===== src/rtl/core/stereo_saturation_distortion_assert.svh =====
// Assertion macros shared by the stereo saturation distortion RTL.
// Depends on nothing; files that check their own logic include it by name.
`ifndef STEREO_SATURATION_DISTORTION_ASSERT_SVH
`define STEREO_SATURATION_DISTORTION_ASSERT_SVH

`ifndef SYNTHESIS

// Same-cycle implication, disabled during reset.
`define SSD_ASSERT_IMP(label, clk, rst, ante, cons) \
  label: assert property (@(posedge clk) disable iff (rst) (ante) |-> (cons)) \
    else $error("ssd assertion failed");

// Next-cycle implication, disabled during reset.
`define SSD_ASSERT_NXT(label, clk, rst, ante, cons) \
  label: assert property (@(posedge clk) disable iff (rst) (ante) |=> (cons)) \
    else $error("ssd assertion failed");

`else

`define SSD_ASSERT_IMP(label, clk, rst, ante, cons)
`define SSD_ASSERT_NXT(label, clk, rst, ante, cons)

`endif

`endif


===== src/rtl/core/ssd_pkg.sv =====
// Package for the stereo saturation distortion block: types, Q8.24 constants
// and saturating fixed-point helpers. Depends on nothing.
`default_nettype none

package ssd_pkg;

  localparam int SAMPLE_BITS = 24;
  localparam int CFG_INDEX_W = 8;

  typedef logic signed [31:0] q_t;

  typedef struct packed {
    logic signed [SAMPLE_BITS-1:0] left_sample;
    logic signed [SAMPLE_BITS-1:0] right_sample;
  } frame_in_t;

  typedef struct packed {
    logic signed [SAMPLE_BITS-1:0] left_out;
    logic signed [SAMPLE_BITS-1:0] right_out;
  } frame_out_t;

  // Control from the top level to one channel lane.
  typedef struct packed {
    logic start;
    q_t   sample;
    q_t   character;
    q_t   corrosion;
  } lane_ctl_t;

  // Status from one channel lane back to the top level.
  typedef struct packed {
    logic done;
    q_t   result;
  } lane_stat_t;

  // Register indexes.
  localparam logic [CFG_INDEX_W-1:0] REG_CHARACTER = CFG_INDEX_W'(0);
  localparam logic [CFG_INDEX_W-1:0] REG_CORROSION = CFG_INDEX_W'(1);

  localparam logic [15:0] Q15_ONE        = 16'd32768;
  localparam logic [15:0] CHARACTER_INIT = 16'd11469;

  // Q8.24 constants.
  localparam q_t Q_ONE   = 32'sd16777216;
  localparam q_t K_SLEW  = 32'sd25166;
  localparam q_t K_0P35  = 32'sd5872026;
  localparam q_t K_27    = 32'sd452984832;
  localparam q_t K_HALF  = 32'sd8388608;
  localparam q_t K_0P38  = 32'sd6375342;
  localparam q_t K_0P006 = 32'sd100663;
  localparam q_t K_0P105 = 32'sd1761608;
  localparam q_t K_0P82  = 32'sd13757317;
  localparam q_t K_0P30  = 32'sd5033165;
  localparam q_t K_0P45  = 32'sd7549747;
  localparam q_t K_0P010 = 32'sd167772;
  localparam q_t K_0P16  = 32'sd2684355;
  localparam q_t K_1P16  = 32'sd19461571;
  localparam q_t K_0P48  = 32'sd8053064;
  localparam q_t K_0P18  = 32'sd3019899;
  localparam q_t K_1P95  = 32'sd32715571;
  localparam q_t K_17    = 32'sd285212672;
  localparam q_t K_0P24  = 32'sd4026532;
  localparam q_t K_0P66  = 32'sd11072963;
  localparam q_t K_0P65  = 32'sd10905190;
  localparam q_t K_7     = 32'sd117440512;
  localparam q_t K_0P25  = 32'sd4194304;
  localparam q_t K_1P55  = 32'sd26004685;
  localparam q_t K_0P018 = 32'sd301990;
  localparam q_t K_0P72  = 32'sd12079596;
  localparam q_t K_ENV   = 32'sd16777;
  localparam q_t K_0P025 = 32'sd419430;
  localparam q_t K_0P15  = 32'sd2516582;

  // Sample scaling between SAMPLE_BITS and Q8.24 (full scale is 2^25 LSBs).
  localparam int IN_SHL  = (SAMPLE_BITS <= 25) ? 25 - SAMPLE_BITS : 0;
  localparam int IN_SHR  = (SAMPLE_BITS > 25) ? SAMPLE_BITS - 25 : 0;
  localparam int OUT_SHR = IN_SHL;
  localparam int OUT_SHL = IN_SHR;
  localparam logic signed [47:0] IN_RND  = (48'sd1 <<< IN_SHR) >>> 1;
  localparam logic signed [47:0] OUT_RND = (48'sd1 <<< OUT_SHR) >>> 1;
  localparam logic signed [47:0] SMP_MAX = (48'sd1 <<< (SAMPLE_BITS - 1)) - 48'sd1;
  localparam logic signed [47:0] SMP_MIN = -(48'sd1 <<< (SAMPLE_BITS - 1));

  // Saturate a wide signed value to the 32-bit range.
  function automatic q_t sat32(input logic signed [47:0] v);
    if (v > 48'sd2147483647) begin
      return 32'sh7fffffff;
    end
    if (v < -48'sd2147483648) begin
      return 32'sh80000000;
    end
    return v[31:0];
  endfunction

  function automatic q_t add_q(input q_t a, input q_t b);
    return sat32(48'(a) + 48'(b));
  endfunction

  function automatic q_t sub_q(input q_t a, input q_t b);
    return sat32(48'(a) - 48'(b));
  endfunction

  function automatic q_t abs_q(input q_t a);
    return sat32(a[31] ? -48'(a) : 48'(a));
  endfunction

  // Round a full product to Q8.24, half up, then saturate.
  function automatic q_t round_q(input logic signed [65:0] p);
    logic signed [65:0] r;
    r = (p + 66'sd8388608) >>> 24;
    return sat32(r[47:0]);
  endfunction

  function automatic q_t mul_q(input q_t a, input q_t b);
    logic signed [65:0] p;
    p = a * b;
    return round_q(p);
  endfunction

  function automatic q_t sample_in(input logic signed [SAMPLE_BITS-1:0] s);
    logic signed [47:0] w;
    w = ((48'(s) <<< IN_SHL) + IN_RND) >>> IN_SHR;
    return sat32(w);
  endfunction

  function automatic logic signed [SAMPLE_BITS-1:0] sample_out(input q_t y);
    logic signed [47:0] v;
    v = ((48'(y) + OUT_RND) >>> OUT_SHR) <<< OUT_SHL;
    if (v > SMP_MAX) begin
      v = SMP_MAX;
    end
    if (v < SMP_MIN) begin
      v = SMP_MIN;
    end
    return v[SAMPLE_BITS-1:0];
  endfunction

endpackage

`default_nettype wire


===== src/rtl/core/ssd_merge.sv =====
// Merging stage: joins the two lane results into one output frame, scales
// them to sample width and holds the output register. Depends on ssd_pkg.
`default_nettype none

module ssd_merge (
  input  logic                clk,
  input  logic                rst,
  input  logic                load,
  input  ssd_pkg::q_t         left,
  input  ssd_pkg::q_t         right,
  output logic                free,
  output logic                out_valid,
  input  logic                out_ready,
  output ssd_pkg::frame_out_t out_frame
);
  import ssd_pkg::*;

  // The register can take a frame when empty or being emptied.
  assign free = !out_valid || out_ready;

  always_ff @(posedge clk) begin
    if (rst) begin
      out_valid <= 1'b0;
    end else if (load) begin
      out_valid           <= 1'b1;
      out_frame.left_out  <= sample_out(left);
      out_frame.right_out <= sample_out(right);
    end else if (out_ready) begin
      out_valid <= 1'b0;
    end
  end

endmodule

`default_nettype wire


===== config.mk =====
export PLATFORM = sky130hd
export DESIGN_NAME = ssd_merge
export DESIGN_NICKNAME = d
export VERILOG_FILES = /design/src/rtl/core/stereo_saturation_distortion_assert.svh /design/src/rtl/core/ssd_pkg.sv /design/src/rtl/core/ssd_merge.sv
export SDC_FILE = /design/constraint.sdc
export NUM_CORES = 1
export LEC_CHECK = 0
export BUFFER_PORTS_ARGS = -buffer_cell sky130_fd_sc_hd__buf_2
export CORE_ASPECT_RATIO = 0.6
export CORE_MARGIN = 4
export CORE_UTILIZATION = 47
export DETAILED_ROUTE_END_ITERATION = 7
export PLACE_DENSITY = 0.81
export SLEW_MARGIN = 20
export SYNTH_ARGS = -nofsm -noshare
export SYNTH_HDL_FRONTEND = slang
export SYNTH_SLANG_ARGS = --single-unit

===== constraint.sdc =====
create_clock -name clk -period 3.49 [get_ports clk]
set_input_delay 0.349 -clock clk [delete_from_list [all_inputs] [get_ports clk]]
set_output_delay 0.349 -clock clk [all_outputs]
set_load 0.02 [all_outputs]

## After elaboration in Yosys (flattened, before gate mapping)

Cells that the tools add are included.

| storage, ports and cells | value |
|---|---|
| logic and storage cells | 22 |
| output and inout port bits | 50 |
| register bits | 49 |

| operators by class | value |
|---|---|
| magnitude comparators | 4 |
| muxes and demuxes | 8 |
| $add $sub $neg | 2 |
| bitwise gates (word level) | 1 |
| reduce and logical (&&, ||, !) cells | 4 |

Operator list:

| operator | number |
|---|---|
| 48-bit two-way mux | 6 |
| 48-bit by 24-bit < comparator with 1-bit output (second input constant) | 2 |
| 32-bit by 2-bit adder with 33-bit output (second input constant) | 2 |
| 32-bit by 24-bit greater-than comparator with 1-bit output (second input constant) | 2 |
| 1-bit two-way mux | 2 |
| 2-bit AND reduction | 1 |
| 2-bit nonzero test | 1 |
| 1-bit logical NOT | 1 |
| 1-bit logical OR | 1 |
| 1-bit inverter | 1 |

## Longest topological paths before layout

| logic depth | value |
|---|---|
| depth after elaboration | 6 |
| depth in mapped cells | 9 |

## Least setup slack after synthesis

Ideal clock, no wire load.

| timing | value |
|---|---|
| kind | input port to flip-flop |
| start point | input load |
| end point | register out_frame[0] in the netlist's numbering, enable pin |
| path slack | 0.632 ns |
| library setup time | 0.454 ns |
| cell stages on the path | 2 |
| arrival | 2.404 ns |
| path through | inv_1 -> nor2_1 |

| on the way | value |
|---|---|
| longest elaborated chain between the ends | 1 |

RTL lines:

| what | RTL line | text |
|---|---|---|
| from (decl) | ssd_merge.sv:8 | `input logic load,` |
| 2-bit AND reduction (no line) | n/a |  |
| to (decl) | ssd_merge.sv:14 | `output ssd_pkg::frame_out_t out_frame` |

No other way between the ends.
A chain may end at the register's enable or synchronous reset.

## Final worst setup path

| timing | value |
|---|---|
| start point | input right[0] |
| end point | register out_frame[12] in the netlist's numbering (data pin) |

| on the way | value |
|---|---|
| longest elaborated chain between the ends | 6 |

RTL lines:

| what | RTL line | text |
|---|---|---|
| from (decl) | ssd_merge.sv:10 | `input ssd_pkg::q_t right,` |
| 32-bit by 2-bit adder with 33-bit output (*) | ssd_pkg.sv:128 | `v = ((48'(y) + OUT_RND) >>> OUT_SHR) <<< OUT_SHL;` |
| 32-bit by 24-bit greater-than comparator with 1-bit output | ssd_pkg.sv:129 | `if (v > SMP_MAX) begin` |
| 48-bit two-way mux (*) | ssd_pkg.sv:129 |  |
| 48-bit two-way mux (*) | ssd_merge.sv:24 | `end else if (load) begin` |
| 48-bit two-way mux (*) | ssd_merge.sv:22 | `if (rst) begin` |
| 48-bit by 24-bit < comparator with 1-bit output | ssd_pkg.sv:132 | `if (v < SMP_MIN) begin` |

Mark *: on every way between the ends. The rest lies on a longest branch, timed or not. The select of a mux whose other input is x is not followed.

==> impl_metrics.tcl <==
set metrics [dict create \
    status "complete, no violations" \
    grt_antenna_before_repair 0 \
    path_cells "buf_2, ha_1, nand4_1, nor4_1, buf_4, nor2_1, o211ai_1, o21ai_0, a41oi_2, a21oi_1" \
    ant_nets 0 \
    port_buffers 117 \
    cts_setup_buffers 0 \
    nets 505 \
    relSlewSlack 0.272 \
    synth.most_common_cell "edfxtp_1" \
    hold_buffers 0 \
    layout_setup_ws_ps 939 \
    yosysWarnings 0 \
    synth_area_leader_cell "edfxtp_1" \
    route.met3.wl_um 525 \
    synth-edff-count 48 \
    max_freq_mhz 392 \
    hold_viol 0 \
    io_pins 118 \
    cp-end-kind "flip-flop" \
    die_y_um 71.1 \
    grt_max_degree 32 \
    routed_via_density 5.46 \
    p_comb_frac 0.204 \
    worstSetupPathType "in -> reg" \
    overflow 0 \
    h-tree-depth 2 \
    switching_share 0.280 \
    fillers 537 \
    p_sw_uw 394 \
    yosysSeqAreaShare 0.469 \
    clockBufferDepth 2 \
    synth-async-reset-ratio 0 \
    setup_violations 0 \
    drv_slew 0 \
    synth.area.top_cells "edfxtp_1 (46%), xor2_1 (8.7%), xnor2_1 (4.5%)" \
    rsz0062_at_grt "no" \
    drt_wl_total_um 8320 \
    hp-class "in -> reg" \
    vias 2838 \
    fin_crit_sh 0.731 \
    drt-met1-wl_um 4200 \
    crit_arrival_ps 2560 \
    ir_worst_vdd_uv 205 \
    cts_buffers 5 \
    cp-start-kind "input pin" \
    wire_per_inst_um 16.0 \
    post_dp_cell_area_mm2 0.00381 \
    critPathBufInv 2 \
    cp_slowest_stage_delay_ps 860 \
    dp_hpwl_um 6680 \
    die-width_um 113 \
    p_int_mw 1.01 \
    track_usage 0.205 \
    grt_pass1_wl_um 13100 \
    start_util 0.496 \
    setup_tns_ps 0 \
    synthFlopType "edfxtp_1" \
    skew_ps 0 \
    synth_commonest_cells "edfxtp_1 (48), xor2_1 (31), a21oi_1 (27), nand2_1 (27), nand3_1 (26)" \
    fin_crit_ps 2550 \
    rows 22 \
    syn-mean-instance-area_um2 9.98 \
    antenna_cells 0 \
    drv_cap 0 \
    clock_latency_ps 300 \
    drc 0 \
    core_area_mm2 0.00628 \
    clk_pin_slew_ps 90 \
    dp_slack_ps 617 \
    synthToLayoutAreaGrowth_pct 26.0 \
    finalInstanceArea_mm2 0.00393 \
    ctsRootBufferMaster "clkbuf_8" \
    whs_ps 243 \
    yosysTopAreaCellShare 0.463 \
    firstDrtPassIters 4 \
    routed.top_layer "met4" \
    p_clk_frac 0.294 \
    syn-cell-area_mm2 0.00311 \
    clock_sinks 49 \
    slowest_stage "a41oi_2" \
    cts_tree "built" \
    worstPathMaxFanout 23 \
    cts-resized-gates 0 \
    mappedNetlistNets 382 \
    tightest_slew_ps 1080 \
    place_congestion 0.904 \
    cpLargestDelayFamily "compound AO/OA/AOI/OAI gates" \
    die_area_mm2 0.00803 \
    grt_pass1_vias 2649 \
    drtIter0Drc 190 \
    drive_above_1_share 0.337 \
    syn-instance-count 312 \
    ys_ff_latch 49 \
    sequentialPowerShare 0.503 \
    p_leak_nw 1.51 \
    crit_required_ps 3500 \
    wl_met2_um 3560 \
    power_density_mw_per_mm2 358 \
    yosysUniqueCellTypes 49 \
]
cell usage in the layout, fill, tap and decap left out, types with 2 or more instances in the layout:
master     netlist  routed
nor4_1           7       7
and3_1           5       5
nand2_1         27      27
a21o_1           2       2
buf_2            6     117
buf_4            0       8
a21oi_1         27      27
nand4_1         14      14
clkbuf_8         1       5
xnor2_1         16      16
and2_1           5       5
and4_1           2       2
nor3_1           8       8
edfxtp_1        48      48
ha_1             2       2
o21ai_0          4       4
mux2i_1          2       2
inv_1            9       9
and3_2           2       2
nor2_1          18      17
nand3_1         26      26
o21ai_1         19      19
o21ai_2          2       2
o21a_1           2       2
a2bb2oi_1        2       2
xor2_1          31      31
layout make-up:
class | instances | area, um2 | share of cell area
clock buffers | 6 | 72.6 | 0.0185
clock inverters | 2 | 38.8 | 0.00988
multi-input cells | 245 | 1570 | 0.399
flip-flops and latches | 49 | 1460 | 0.372
repair buffers | 125 | 646 | 0.164
inverters | 9 | 33.8 | 0.00861
well taps | 84 | 105 | 0.0268
final timing paths:
kind	from	endpoint	slack, ps	cells after the start
worst max-delay path	right[0]	out_frame[12]$_SDFFCE_PP0P_	940	10
worst min-delay path	rst	out_valid$_SDFFE_PP0P_	240	2
worst max register to register	out_valid$_SDFFE_PP0P_	out_valid$_SDFFE_PP0P_	2850	2
worst min register to register	out_valid$_SDFFE_PP0P_	out_valid$_SDFFE_PP0P_	520	2
sequential cells by signal (all words and copies together) (netlist names):
| register | flops |
|---|---|
| out_frame | 48 |
| out_valid | 1 |
per-layer routing:
metal / GRT usage / vias up
li1: - / 1413
met1: 0.312 / 1326
met2: 0.302 / 94
met3: 0.0479 / 5
met4: 0.0333 / 0
met5: 0 / -
per-stage QoR:
stage	util	power, mW	std cells
floorplan	-	0.876	312
global placement	0.608	0.999	512
detailed placement	0.608	1.01	512
CTS	0.625	1.42	520
global route	0.625	1.47	520
finish	0.625	1.41	520
power by group through the flow:
stage,sequential [mW],combinational [mW],clock (mW)
CTS,0.708,0.287,0.423
detailed placement,0.721,0.286,0
finish,0.707,0.287,0.413
global placement,0.719,0.279,0
floorplan,0.773,0.103,0
global route,0.711,0.311,0.445
cell families (layout without fill, tap and decap cells):
group	after synthesis	in the layout	share of synthesized area
compound gates	68	68	0.129
xor+xnor	47	47	0.132
fa+ha+maj	2	2	0.00803
buf+inv	18	142	0.0321
flops	49	49	0.469
mux	2	2	0.00643
simple gates	126	126	0.223
Power figures use the tool's default switching activity.
